File: src/sv/pss_pkg.sv
// pump switch sequencer: shared types and constants
// no dependencies; used by every other file of the block but pss_if
`default_nettype none

package pss_pkg;

    typedef enum logic [3:0] {
        ST_IDLE      = 4'd0,
        ST_RELAY_ON  = 4'd1,
        ST_TRIAC_ON  = 4'd2,
        ST_WATER     = 4'd3,
        ST_DELAY     = 4'd4,
        ST_TRIAC_OFF = 4'd5,
        ST_RELAY_OFF = 4'd6
    } t_state;

    localparam logic [2:0] OP_NONE      = 3'd0;
    localparam logic [2:0] OP_ENABLE    = 3'd1;
    localparam logic [2:0] OP_DISABLE   = 3'd2;
    localparam logic [2:0] OP_DRAIN     = 3'd3;
    localparam logic [2:0] OP_DRAIN_WET = 3'd4;
    localparam logic [2:0] OP_TEST      = 3'd5;

    localparam logic [2:0] FLT_NONE         = 3'd0;
    localparam logic [2:0] FLT_NO_FB_RELAY  = 3'd1;
    localparam logic [2:0] FLT_FB_TRIAC_ON  = 3'd2;
    localparam logic [2:0] FLT_NO_FB_TRIAC  = 3'd3;
    localparam logic [2:0] FLT_FB_RELAY_OFF = 3'd4;
    localparam logic [2:0] FLT_CANCELLED    = 3'd5;

    localparam logic [2:0] REG_STEP_TIMEOUT = 3'd0;
    localparam logic [2:0] REG_GAP_MIN      = 3'd1;
    localparam logic [2:0] REG_GAP_MAX      = 3'd2;
    localparam logic [2:0] REG_LOSS_GAP     = 3'd3;
    localparam logic [2:0] REG_TEST_DRAIN   = 3'd4;

    localparam logic [15:0] RST_STEP_TIMEOUT = 16'd1000;
    localparam logic [7:0]  RST_GAP_MIN      = 8'd8;
    localparam logic [7:0]  RST_GAP_MAX      = 8'd12;
    localparam logic [7:0]  RST_LOSS_GAP     = 8'd13;
    localparam logic [15:0] RST_TEST_DRAIN   = 16'd15000;

    localparam logic [7:0]  GAP_SAT  = 8'hFF;
    localparam logic [15:0] WAIT_SAT = 16'hFFFF;

    typedef struct packed {
        logic [15:0] step_timeout_ms;
        logic [7:0]  pulse_gap_min_ms;
        logic [7:0]  pulse_gap_max_ms;
        logic [7:0]  loss_gap_ms;
        logic [15:0] test_drain_ms;
    } t_cfg;

    typedef struct packed {
        logic       relay_drive;
        logic       triac_drive;
        logic       busy;
        logic       done;
        logic       success;
        logic [2:0] fault_code;
    } t_seq_res;

endpackage

`default_nettype wire

File: src/sv/pss_if.sv
// pump switch sequencer: valid/ready channel interfaces
// input tick, result and configuration write channels; no dependencies
`default_nettype none

interface pss_in_if;
    logic        valid;
    logic        ready;
    logic        feedback_pulse;
    logic        water_present;
    logic        cancel;
    logic [2:0]  opcode;
    logic [15:0] drain_ms;

    modport source (output valid, feedback_pulse, water_present, cancel, opcode, drain_ms,
                    input ready);
    modport sink   (input valid, feedback_pulse, water_present, cancel, opcode, drain_ms,
                    output ready);
endinterface

interface pss_out_if;
    logic       valid;
    logic       ready;
    logic       relay_drive;
    logic       triac_drive;
    logic       feedback_ok;
    logic       busy_res;
    logic       done_res;
    logic       success;
    logic [2:0] fault_code;

    modport source (output valid, relay_drive, triac_drive, feedback_ok, busy_res,
                    done_res, success, fault_code, input ready);
    modport sink   (input valid, relay_drive, triac_drive, feedback_ok, busy_res,
                    done_res, success, fault_code, output ready);
endinterface

interface pss_cfg_if;
    logic        valid;
    logic        ready;
    logic [2:0]  index;
    logic [15:0] data;

    modport source (output valid, index, data, input ready);
    modport sink   (input valid, index, data, output ready);
endinterface

`default_nettype wire

File: src/sv/pump_switch_sequencer_with_feedback.sv
// Pump switch sequencer with pulse feedback. Each input beat is one millisecond
// tick and yields exactly one result beat. The feedback detector and the command
// state machine update in the same cycle the tick is accepted, and the result is
// held in an output register, so the block takes one tick per clock cycle; it
// stalls only while a result waits in the output register and the sink is not
// ready. Configuration writes are always taken and should be issued only while
// no command runs.
// depends on pss_pkg, pss_if, pss_fb_det and pss_seq
`default_nettype none

module pump_switch_sequencer_with_feedback
    import pss_pkg::*;
(
    input  wire logic  i_clk,
    input  wire logic  i_rst_n,
    pss_in_if.sink     i_in,
    pss_out_if.source  o_out,
    pss_cfg_if.sink    i_cfg
);

    t_cfg     r_cfg;
    logic     tick_acc;
    logic     fb_next;
    t_seq_res seq_res;

    logic       r_out_valid;
    logic       r_relay;
    logic       r_triac;
    logic       r_fb_ok;
    logic       r_busy;
    logic       r_done;
    logic       r_success;
    logic [2:0] r_fault;

    assign i_in.ready  = !r_out_valid || o_out.ready;
    assign tick_acc    = i_in.valid && i_in.ready;
    assign i_cfg.ready = 1'b1;

    always_ff @(posedge i_clk) begin
        if (!i_rst_n) begin
            r_cfg.step_timeout_ms  <= RST_STEP_TIMEOUT;
            r_cfg.pulse_gap_min_ms <= RST_GAP_MIN;
            r_cfg.pulse_gap_max_ms <= RST_GAP_MAX;
            r_cfg.loss_gap_ms      <= RST_LOSS_GAP;
            r_cfg.test_drain_ms    <= RST_TEST_DRAIN;
        end else if (i_cfg.valid) begin
            case (i_cfg.index)
                REG_STEP_TIMEOUT: r_cfg.step_timeout_ms  <= i_cfg.data;
                REG_GAP_MIN:      r_cfg.pulse_gap_min_ms <= i_cfg.data[7:0];
                REG_GAP_MAX:      r_cfg.pulse_gap_max_ms <= i_cfg.data[7:0];
                REG_LOSS_GAP:     r_cfg.loss_gap_ms      <= i_cfg.data[7:0];
                REG_TEST_DRAIN:   r_cfg.test_drain_ms    <= i_cfg.data;
                default: ;
            endcase
        end
    end

    pss_fb_det u_fb_det (
        .i_clk     (i_clk),
        .i_rst_n   (i_rst_n),
        .i_en      (tick_acc),
        .i_cfg     (r_cfg),
        .i_pulse   (i_in.feedback_pulse),
        .o_fb_next (fb_next)
    );

    pss_seq u_seq (
        .i_clk      (i_clk),
        .i_rst_n    (i_rst_n),
        .i_en       (tick_acc),
        .i_cfg      (r_cfg),
        .i_fb       (fb_next),
        .i_water    (i_in.water_present),
        .i_cancel   (i_in.cancel),
        .i_opcode   (i_in.opcode),
        .i_drain_ms (i_in.drain_ms),
        .o_res      (seq_res)
    );

    always_ff @(posedge i_clk) begin
        if (!i_rst_n) begin
            r_out_valid <= 1'b0;
        end else if (tick_acc) begin
            r_out_valid <= 1'b1;
        end else if (o_out.ready) begin
            r_out_valid <= 1'b0;
        end
    end

    // result payload, loaded with each accepted tick
    always_ff @(posedge i_clk) begin
        if (tick_acc) begin
            r_relay   <= seq_res.relay_drive;
            r_triac   <= seq_res.triac_drive;
            r_fb_ok   <= fb_next;
            r_busy    <= seq_res.busy;
            r_done    <= seq_res.done;
            r_success <= seq_res.success;
            r_fault   <= seq_res.fault_code;
        end
    end

    assign o_out.valid       = r_out_valid;
    assign o_out.relay_drive = r_relay;
    assign o_out.triac_drive = r_triac;
    assign o_out.feedback_ok = r_fb_ok;
    assign o_out.busy_res    = r_busy;
    assign o_out.done_res    = r_done;
    assign o_out.success     = r_success;
    assign o_out.fault_code  = r_fault;

endmodule

`default_nettype wire

File: src/sv/pss_fb_det.sv
// pump switch sequencer: feedback pulse gap detector
// depends on pss_pkg; gives the flag after this beat's update
`default_nettype none

module pss_fb_det
    import pss_pkg::*;
(
    input  wire  logic i_clk,
    input  wire  logic i_rst_n,
    input  wire  logic i_en,
    input  wire  t_cfg i_cfg,
    input  wire  logic i_pulse,
    output logic       o_fb_next
);

    logic [7:0] r_gap;
    logic       r_flag;
    logic [7:0] n_gap;
    logic       n_flag;
    logic [7:0] gap_inc;
    logic       gap_hit;

    always_comb begin
        gap_inc = (r_gap != GAP_SAT) ? r_gap + 8'd1 : r_gap;
        gap_hit = (gap_inc >= i_cfg.pulse_gap_min_ms) && (gap_inc <= i_cfg.pulse_gap_max_ms);
        n_gap   = gap_inc;
        n_flag  = r_flag;
        if (i_pulse) begin
            if (gap_hit) begin
                n_flag = 1'b1;
            end
            n_gap = 8'd0;
        end
        // silence too long: feedback lost
        if (n_gap >= i_cfg.loss_gap_ms) begin
            n_flag = 1'b0;
        end
    end

    assign o_fb_next = n_flag;

    always_ff @(posedge i_clk) begin
        if (!i_rst_n) begin
            r_gap  <= GAP_SAT;
            r_flag <= 1'b0;
        end else if (i_en) begin
            r_gap  <= n_gap;
            r_flag <= n_flag;
        end
    end

endmodule

`default_nettype wire

File: src/sv/pss_seq.sv
// pump switch sequencer: command state machine with relay and triac steps
// depends on pss_pkg; acts on the updated feedback flag from pss_fb_det
`default_nettype none

module pss_seq
    import pss_pkg::*;
(
    input  wire  logic        i_clk,
    input  wire  logic        i_rst_n,
    input  wire  logic        i_en,
    input  wire  t_cfg        i_cfg,
    input  wire  logic        i_fb,
    input  wire  logic        i_water,
    input  wire  logic        i_cancel,
    input  wire  logic [2:0]  i_opcode,
    input  wire  logic [15:0] i_drain_ms,
    output t_seq_res          o_res
);

    t_state      r_state,   n_state;
    logic [2:0]  r_op,      n_op;
    logic [15:0] r_wait,    n_wait;
    logic [15:0] r_hold,    n_hold;
    logic        r_relay,   n_relay;
    logic        r_triac,   n_triac;
    logic        r_aborted, n_aborted;
    logic [2:0]  r_fault,   n_fault;
    logic        n_done;
    logic        n_success;
    logic [15:0] wait_inc;
    logic        timed_out;

    always_comb begin
        wait_inc  = (r_wait != WAIT_SAT) ? r_wait + 16'd1 : r_wait;
        timed_out = wait_inc >= i_cfg.step_timeout_ms;
    end

    // next state and registers
    always_comb begin
        n_state   = r_state;
        n_op      = r_op;
        n_wait    = r_wait;
        n_hold    = r_hold;
        n_relay   = r_relay;
        n_triac   = r_triac;
        n_aborted = r_aborted;
        n_fault   = r_fault;
        n_done    = 1'b0;
        n_success = 1'b0;
        case (r_state)
            ST_IDLE: begin
                if (i_opcode inside {[OP_ENABLE:OP_TEST]}) begin
                    n_fault   = FLT_NONE;
                    n_aborted = 1'b0;
                    n_op      = i_opcode;
                    n_hold    = (i_opcode == OP_TEST) ? i_cfg.test_drain_ms : i_drain_ms;
                    n_wait    = 16'd0;
                    if (i_opcode == OP_DISABLE) begin
                        n_triac = 1'b0;
                        n_state = ST_TRIAC_OFF;
                    end else if (i_opcode == OP_DRAIN_WET && !i_water) begin
                        n_done    = 1'b1;
                        n_success = 1'b1;
                        n_state   = ST_IDLE;
                    end else begin
                        n_relay = 1'b1;
                        n_state = ST_RELAY_ON;
                    end
                end
            end
            ST_RELAY_ON: begin
                if (i_fb) begin
                    n_triac = 1'b1;
                    n_state = ST_TRIAC_ON;
                    n_wait  = 16'd0;
                end else if (timed_out) begin
                    n_done  = 1'b1;
                    n_fault = FLT_NO_FB_RELAY;
                    n_state = ST_IDLE;
                    n_wait  = 16'd0;
                end else begin
                    n_wait = wait_inc;
                end
            end
            ST_TRIAC_ON: begin
                // triac shorts the sense path, so feedback must vanish
                if (!i_fb) begin
                    n_wait = 16'd0;
                    if (r_op == OP_ENABLE) begin
                        n_done    = 1'b1;
                        n_success = 1'b1;
                        n_state   = ST_IDLE;
                    end else begin
                        n_state = ST_WATER;
                    end
                end else if (timed_out) begin
                    n_done  = 1'b1;
                    n_fault = FLT_FB_TRIAC_ON;
                    n_state = ST_IDLE;
                    n_wait  = 16'd0;
                end else begin
                    n_wait = wait_inc;
                end
            end
            ST_WATER, ST_DELAY: begin
                if (i_cancel) begin
                    n_wait = 16'd0;
                    if (r_op == OP_TEST) begin
                        // self-test abort drops only the relay
                        n_relay = 1'b0;
                        n_done  = 1'b1;
                        n_fault = FLT_CANCELLED;
                        n_state = ST_IDLE;
                    end else begin
                        n_aborted = 1'b1;
                        n_triac   = 1'b0;
                        n_state   = ST_TRIAC_OFF;
                    end
                end else if (r_state == ST_WATER) begin
                    if (!i_water) begin
                        n_state = ST_DELAY;
                        n_wait  = 16'd0;
                    end
                end else if (r_wait >= r_hold) begin
                    n_triac = 1'b0;
                    n_state = ST_TRIAC_OFF;
                    n_wait  = 16'd0;
                end else begin
                    n_wait = r_wait + 16'd1;
                end
            end
            ST_TRIAC_OFF: begin
                if (i_fb) begin
                    n_relay = 1'b0;
                    n_state = ST_RELAY_OFF;
                    n_wait  = 16'd0;
                end else if (timed_out) begin
                    n_done  = 1'b1;
                    n_fault = FLT_NO_FB_TRIAC;
                    n_state = ST_IDLE;
                    n_wait  = 16'd0;
                end else begin
                    n_wait = wait_inc;
                end
            end
            ST_RELAY_OFF: begin
                if (!i_fb) begin
                    n_done  = 1'b1;
                    n_state = ST_IDLE;
                    n_wait  = 16'd0;
                    if (r_aborted) begin
                        n_fault = FLT_CANCELLED;
                    end else begin
                        n_success = 1'b1;
                    end
                end else if (timed_out) begin
                    n_done  = 1'b1;
                    n_fault = FLT_FB_RELAY_OFF;
                    n_state = ST_IDLE;
                    n_wait  = 16'd0;
                end else begin
                    n_wait = wait_inc;
                end
            end
            default: begin
                n_state = ST_IDLE;
                n_wait  = 16'd0;
            end
        endcase
    end

    // result of this beat
    always_comb begin
        o_res.relay_drive = n_relay;
        o_res.triac_drive = n_triac;
        o_res.busy        = (n_state != ST_IDLE);
        o_res.done        = n_done;
        o_res.success     = n_success;
        o_res.fault_code  = n_fault;
    end

    always_ff @(posedge i_clk) begin
        if (!i_rst_n) begin
            r_state   <= ST_IDLE;
            r_op      <= OP_NONE;
            r_wait    <= 16'd0;
            r_hold    <= 16'd0;
            r_relay   <= 1'b0;
            r_triac   <= 1'b0;
            r_aborted <= 1'b0;
            r_fault   <= FLT_NONE;
        end else if (i_en) begin
            r_state   <= n_state;
            r_op      <= n_op;
            r_wait    <= n_wait;
            r_hold    <= n_hold;
            r_relay   <= n_relay;
            r_triac   <= n_triac;
            r_aborted <= n_aborted;
            r_fault   <= n_fault;
        end
    end

    a_done_to_idle: assert property (@(posedge i_clk) disable iff (!i_rst_n)
        i_en && n_done |=> r_state == ST_IDLE)
        else $error("finished command did not return to idle");

    a_success_no_fault: assert property (@(posedge i_clk) disable iff (!i_rst_n)
        i_en && n_success |=> r_fault == FLT_NONE)
        else $error("successful command left a fault code");

    a_drives_hold: assert property (@(posedge i_clk) disable iff (!i_rst_n)
        !i_en |=> $stable(r_relay) && $stable(r_triac) && $stable(r_state))
        else $error("drives moved without a tick");

    a_done_once: assert property (@(posedge i_clk) disable iff (!i_rst_n)
        i_en && n_done && r_state == ST_IDLE |-> i_opcode == OP_DRAIN_WET)
        else $error("command finished on its accept tick unexpectedly");

endmodule

`default_nettype wire

File: src/flat_wrapper.sv
// flat-port wrapper written by rule: the top's interface ports become plain ports
module pump_switch_sequencer_with_feedback_flat import pss_pkg::*;
  (i_clk, i_rst_n, i_in_valid, i_in_feedback_pulse, i_in_water_present, i_in_cancel, i_in_opcode, i_in_drain_ms, i_in_ready, o_out_valid, o_out_relay_drive, o_out_triac_drive, o_out_feedback_ok, o_out_busy_res, o_out_done_res, o_out_success, o_out_fault_code, o_out_ready, i_cfg_valid, i_cfg_index, i_cfg_data, i_cfg_ready);
  pss_in_if i_in_i ();
  pss_out_if o_out_i ();
  pss_cfg_if i_cfg_i ();
  input  wire logic i_clk;
  input  wire logic i_rst_n;
  input wire logic [$bits(i_in_i.valid)-1:0] i_in_valid;
  input wire logic [$bits(i_in_i.feedback_pulse)-1:0] i_in_feedback_pulse;
  input wire logic [$bits(i_in_i.water_present)-1:0] i_in_water_present;
  input wire logic [$bits(i_in_i.cancel)-1:0] i_in_cancel;
  input wire logic [$bits(i_in_i.opcode)-1:0] i_in_opcode;
  input wire logic [$bits(i_in_i.drain_ms)-1:0] i_in_drain_ms;
  output wire logic [$bits(i_in_i.ready)-1:0] i_in_ready;
  output wire logic [$bits(o_out_i.valid)-1:0] o_out_valid;
  output wire logic [$bits(o_out_i.relay_drive)-1:0] o_out_relay_drive;
  output wire logic [$bits(o_out_i.triac_drive)-1:0] o_out_triac_drive;
  output wire logic [$bits(o_out_i.feedback_ok)-1:0] o_out_feedback_ok;
  output wire logic [$bits(o_out_i.busy_res)-1:0] o_out_busy_res;
  output wire logic [$bits(o_out_i.done_res)-1:0] o_out_done_res;
  output wire logic [$bits(o_out_i.success)-1:0] o_out_success;
  output wire logic [$bits(o_out_i.fault_code)-1:0] o_out_fault_code;
  input wire logic [$bits(o_out_i.ready)-1:0] o_out_ready;
  input wire logic [$bits(i_cfg_i.valid)-1:0] i_cfg_valid;
  input wire logic [$bits(i_cfg_i.index)-1:0] i_cfg_index;
  input wire logic [$bits(i_cfg_i.data)-1:0] i_cfg_data;
  output wire logic [$bits(i_cfg_i.ready)-1:0] i_cfg_ready;
  assign i_in_i.valid = i_in_valid;
  assign i_in_i.feedback_pulse = i_in_feedback_pulse;
  assign i_in_i.water_present = i_in_water_present;
  assign i_in_i.cancel = i_in_cancel;
  assign i_in_i.opcode = i_in_opcode;
  assign i_in_i.drain_ms = i_in_drain_ms;
  assign i_in_ready = i_in_i.ready;
  assign o_out_valid = o_out_i.valid;
  assign o_out_relay_drive = o_out_i.relay_drive;
  assign o_out_triac_drive = o_out_i.triac_drive;
  assign o_out_feedback_ok = o_out_i.feedback_ok;
  assign o_out_busy_res = o_out_i.busy_res;
  assign o_out_done_res = o_out_i.done_res;
  assign o_out_success = o_out_i.success;
  assign o_out_fault_code = o_out_i.fault_code;
  assign o_out_i.ready = o_out_ready;
  assign i_cfg_i.valid = i_cfg_valid;
  assign i_cfg_i.index = i_cfg_index;
  assign i_cfg_i.data = i_cfg_data;
  assign i_cfg_ready = i_cfg_i.ready;
  pump_switch_sequencer_with_feedback u_core (.i_clk(i_clk), .i_rst_n(i_rst_n), .i_in(i_in_i), .o_out(o_out_i), .i_cfg(i_cfg_i));
endmodule
File: config.mk
export PLATFORM = sky130hd
export DESIGN_NAME = pump_switch_sequencer_with_feedback_flat
export DESIGN_NICKNAME = d
export VERILOG_FILES = /design/src/sv/pss_pkg.sv /design/src/sv/pss_if.sv /design/src/sv/pump_switch_sequencer_with_feedback.sv /design/src/sv/pss_fb_det.sv /design/src/sv/pss_seq.sv /design/src/flat_wrapper.sv
export SDC_FILE = /design/constraint.sdc
export NUM_CORES = 1
export LEC_CHECK = 0
export BUFFER_PORTS_ARGS = -buffer_cell sky130_fd_sc_hd__buf_4
export CAP_MARGIN = 10
export CORE_UTILIZATION = 65
export DETAILED_ROUTE_END_ITERATION = 8
export PLACE_DENSITY = 0.86
export SYNTH_ARGS = -nofsm -noshare
export SYNTH_HDL_FRONTEND = slang
export SYNTH_SLANG_ARGS = --single-unit
File: constraint.sdc
create_clock -name i_clk -period 7.25 [get_ports i_clk]
set_clock_uncertainty 0.2 [all_clocks]
set_input_delay 2.175 -clock i_clk [delete_from_list [all_inputs] [get_ports i_clk]]
set_output_delay 2.175 -clock i_clk [all_outputs]
set_load 0.02 [all_outputs]
## Word level (Yosys, flattened, before mapping)

Index checks and enable logic that the tools add are counted.

- Input bits: 46
- Word-level logic and storage cells: 156
- Output and inout bits: 12
- Register bits after elaboration: 120

- Multiplexer cells: 80
- Magnitude comparators: 7
- Reduce and logical (&&, ||, !) cells: 23
- Add/sub/neg operators: 2
- Equal/unequal tests: 21

Operators with widths:

| kind | number |
|---|---|
| $mux 16 | 10 |
| $pmux 16 s4 | 1 |
| $mux 3 | 14 |
| $mux 4 | 10 |
| $mux 1 | 35 |
| $ge 16x16->1 | 2 |
| $pmux 4 s6 | 1 |
| $pmux 3 s6 | 1 |
| $add 16x1->16 const B | 1 |
| $ge 8x8->1 | 2 |
| $mux 8 | 2 |
| $ne 16x16->1 const B | 1 |
| $eq 3x3->1 const B | 4 |
| $eq 4x3->1 const B | 3 |
| $reduce_and 2->1 | 5 |
| $eq 3x2->1 const B | 3 |
| $pmux 1 s3 | 3 |
| $add 8x1->8 const B | 1 |
| $eq 4x2->1 const B | 2 |
| $le 8x8->1 | 1 |
| $ne 8x8->1 const B | 1 |
| $eq 3x1->1 const B | 2 |
| $ne 2x2->1 const B | 3 |
| $reduce_and 3->1 | 2 |
| other kinds (16) | 23 |

## Depth between registers and ports, before layout

- Word-level depth: 10
- Gate-level depth with buffers: 17
- Gate-level depth less buffers: 17

## By module

From an unflattened synthesis, not the netlist that was laid out.

- Cell total of the unflattened synthesis: 903
- Area, all modules: 7592.3 um2

Modules (own cells, without submodules):

| module | cells each | times used | area each (um2) | sequential area each (um2) |
|---|---|---|---|---|
| pss_seq | 515 | 1 | 3854.9 | 900.9 |
| pump_switch_sequencer_with_feedback | 232 | 1 | 2536.2 | 1411.4 |
| pss_fb_det | 156 | 1 | 1201.2 | 180.2 |

## Worst setup path before layout

Ideal clock, no wire load.

- Path type: input port to output port
- Start point: in o_out_ready
- End point: out i_in_ready
- Stages: 1
- Slack: 2465 ps
- Buffers on the path: 0
- Required time: 4875 ps
- Data arrival time: 2410 ps
- Path through: nand2b_1

- Word-level cells in the longest chain between the ends: 1

Ends and longest elaborated chain:

| element | line | text |
|---|---|---|
| start, declared | flat_wrapper.sv:24 | `input wire logic [$bits(o_out_i.ready)-1:0] o_out_ready;` |
| $logic_or 1x1->1 | pump_switch_sequencer_with_feedback.sv:35 | `assign i_in.ready = !r_out_valid \|\| o_out.ready;` |
| end, declared | flat_wrapper.sv:15 | `output wire logic [$bits(i_in_i.ready)-1:0] i_in_ready;` |

No other way between the ends.

## Worst setup path in the final report

Same ends and word-level chain as after synthesis.

==> results.sh <==
export IMPL_synth_edff_count=9
export IMPL_slew_violations=0
export IMPL_power_density_nw_per_um2=230
export IMPL_synth_distinct_cells=74
export IMPL_htree_levels=4
export IMPL_drv_cap=0
export IMPL_clockPowerShare_pct=43.9
export IMPL_cts_hold_buf=0
export IMPL_nFillCells=812
export IMPL_period_needed_ns=4.98
export IMPL_cp_start_kind="input port"
export IMPL_grt_ovfl_total=0
export IMPL_cts_sinks=120
export IMPL_seqPwrFrac_pct=38.4
export IMPL_cts_resized=0
export IMPL_hold_viol_final=0
export IMPL_setup_tns_ns=0
export IMPL_required_ns=4.88
export IMPL_finalSetupViolCount=0
export IMPL_synth_cells=926
export IMPL_worst_pin_slew_ns=1.13
export IMPL_p_int_uw=1370
export IMPL_crit_type="in -> out"
export IMPL_die_x_um=108
export IMPL_diodes=0
export IMPL_totalWireLength_um=18200
export IMPL_grt_pass1_vias=6131
export IMPL_hold_path_class="reg -> reg"
export IMPL_antenna_found_initial=0
export IMPL_pre_cts_ws_ns=2.10
export IMPL_grt_pass1_wl_um=29300
export IMPL_ys_flop_type="dfxtp_1"
export IMPL_syn_area_sq_um=7240
export IMPL_root_buffer="clkbuf_8"
export IMPL_cp_max_fo=3
export IMPL_rsz0062_at_grt="false"
export IMPL_relSlewSlack_pct=24.2
export IMPL_critPathCaptureType="primary output"
export IMPL_final_cell_area_sq_um=8270
export IMPL_cts_tree="yes"
export IMPL_die_y_um=108
export IMPL_crit_arrival_ns=2.61
export IMPL_rows=38
export IMPL_period_share_pct=68.7
export IMPL_ys_seq_area_share_pct=34.4
export IMPL_core_sq_um=10800
export IMPL_p_switching_uw=529
export IMPL_drcViolationCount=0
export IMPL_clkLatencyLatePin_ns=0.53
export IMPL_areaGrowthSynthToFinish_pct=14.2
export IMPL_start_util_pct=66.8
export IMPL_wl_per_cell_um=16.3
export IMPL_setup_slack_ns=2.27
export IMPL_clk_path_buf_depth=2
export IMPL_drive_above_1_share_pct=12.4
export IMPL_dieArea_sq_um=11600
export IMPL_avgSynthCellArea_sq_um=7.82
export IMPL_vias_per_cell=5.97
export IMPL_seq_area_sq_um=2490
export IMPL_synth_nets=1030
export IMPL_clk_pin_slew_ns=0.06
export IMPL_vias=6657
export IMPL_stdcell_count=1115
export IMPL_swShare_pct=27.9
export IMPL_io_pin_count=58
export IMPL_placed_cells=1083
export IMPL_drtIter0Drc=468
export IMPL_outcome="finished clean"
export IMPL_ys_async_sr_fraction_pct=0
export IMPL_gp_congestion=0.923
export IMPL_dp_hpwl_um=12600
export IMPL_multi_input_area_sq_um=4320
export IMPL_comb_power_share_pct=17.6
export IMPL_portBuffers=56
export IMPL_nets=1066
export IMPL_grt_max_degree=66
export IMPL_ir_drop_mv=0.196
export IMPL_total_power_uw=1900
export IMPL_max_freq_mhz=201
export IMPL_placed_area_sq_um=7680
export IMPL_drtAntennaViolNets=0
export IMPL_post_cts_buffers=0
export IMPL_p_leak_uw=0.00368
export IMPL_yosys_warnings=0
export IMPL_ys_ff_latch=120
export IMPL_numCtsBuffers=17
export IMPL_grt_usage_pct=32.7
export IMPL_first_pass_iters=6
==> worst max-delay path: stages <==
cell	delay, ns
buf_4	0.10
nand2b_1	0.16
buf_4	0.17
==> final timing paths <==
path / slack (ns) / endpoint / cells past startpoint / startpoint
max: 2.27 / i_in_ready / 3 / o_out_ready
min: 0.25 / u_core.r_cfg[0]$_SDFFE_PN0P_ / 2 / u_core.r_cfg[0]$_SDFFE_PN0P_
max reg2reg: 2.28 / u_core.u_seq.r_wait[8]$_SDFFE_PN0P_ / 14 / u_core.u_seq.r_wait[1]$_SDFFE_PN0P_
min reg2reg: 0.25 / u_core.r_cfg[0]$_SDFFE_PN0P_ / 2 / u_core.r_cfg[0]$_SDFFE_PN0P_
==> final cells by class <==
| class | count | share of cell area, % |
|---|---|---|
| clock buffer | 22 | 5.75 |
| tap | 140 | 2.12 |
| timing repair buffer | 59 | 5.36 |
| multi-input combinational | 697 | 52.2 |
| inverter | 67 | 3.04 |
| clock inverter | 10 | 1.39 |
| sequential | 120 | 30.1 |
==> through the flow <==
step | util, % | hold WS [ns]
after global placement | 70.8 | 0.241
after CTS | 76.3 | 0.255
after floorplan | - | 0.236
after detailed placement | 70.8 | 0.247
after global routing | 76.3 | 0.270
final | 76.3 | 0.253
==> sequential cells by signal (all words and copies together), names as in the netlist <==
signal and cells:
u_core.o_out.busy_res 1, u_core.o_out.done_res 1, u_core.o_out.fault_code 3, u_core.o_out.feedback_ok 1
u_core.o_out.relay_drive 1, u_core.o_out.success 1, u_core.o_out.triac_drive 1, u_core.o_out.valid 1
u_core.r_cfg 56, u_core.u_fb_det.r_flag 1, u_core.u_fb_det.r_gap 8, u_core.u_seq.r_aborted 1
u_core.u_seq.r_fault 3, u_core.u_seq.r_hold 16, u_core.u_seq.r_op 3, u_core.u_seq.r_relay 1
u_core.u_seq.r_state 4, u_core.u_seq.r_triac 1, u_core.u_seq.r_wait 16
==> cells in the final DEF, fill, tap and decap left out, drive strengths merged, types with 24 or more instances in the layout <==
master / count
a21oi: 67
nand3: 47
dfxtp: 111
nand2: 172
o211ai: 24
ha: 58
buf: 59
nor2: 76
o21ai: 38
inv: 68
a211oi: 26
==> layer usage <==
metal | vias to the layer above | part of all wire, % | wire, um | GRT usage, %
met1 | 3087 | 45 | 8150 | 43.0
met3 | 25 | 6.0 | 1090 | 6.90
met5 | - | 0 | 0 | 0
met2 | 229 | 48 | 8660 | 53.6
met4 | 0 | 1.6 | 285 | 10.1
li1 | 3316 | - | - | -
==> synthesized netlist by cell type (6+ instances only) <==
library cell	instances	share of area, %
nand2_1	170	8.8
dfxtp_1	111	31
nor2_1	76	3.9
a21oi_1	67	4.6
inv_1	66	3.4
ha_1	58	10
nand3_1	37	2.6
clkbuf_1	34	1.8
o21ai_0	33	2.3
a211oi_1	26	2.7
o211ai_1	24	2.5
mux2i_1	22	3.0
nor2b_1	18	1.6
nor3_1	14	0.97
and3_1	11	0.95
nand3_2	10	1.4
a21o_1	9	0.93
edfxtp_1	9	3.7
nand2b_1	9	0.78
nand4_1	9	0.78
a31oi_1	8	0.69
and2_1	8	0.69
o21a_1	6	0.62
or2_2	6	0.52
==> cells by family (layout without fill, tap and decap cells) <==
logic type / after synthesis / count (layout) / share of synthesized area [%]
AO/OA/AOI/OAI: 207 / 207 / 18.5
buffers and inverters: 109 / 158 / 5.98
adder cells (fa/ha/maj): 58 / 58 / 10.0
other: 1 / 1 / 0.0518
multiplexers: 26 / 26 / 3.82
flip-flops: 120 / 120 / 34.4
XOR/XNOR: 8 / 8 / 0.968
AND/OR/NAND/NOR: 397 / 397 / 26.2
==> power groups by stage <==
| stage | sequential, uW | clock [uW] | combinational, uW |
|---|---|---|---|
| 2_1_floorplan | 739 | 0 | 233 |
| 3_5_place_dp | 743 | 0 | 327 |
| 3_3_place_gp | 742 | 0 | 317 |
| 4_1_cts | 730 | 837 | 333 |
| 6_report | 730 | 835 | 335 |
| 5_1_grt | 735 | 866 | 374 |
Power figures use the tool's default switching activity.
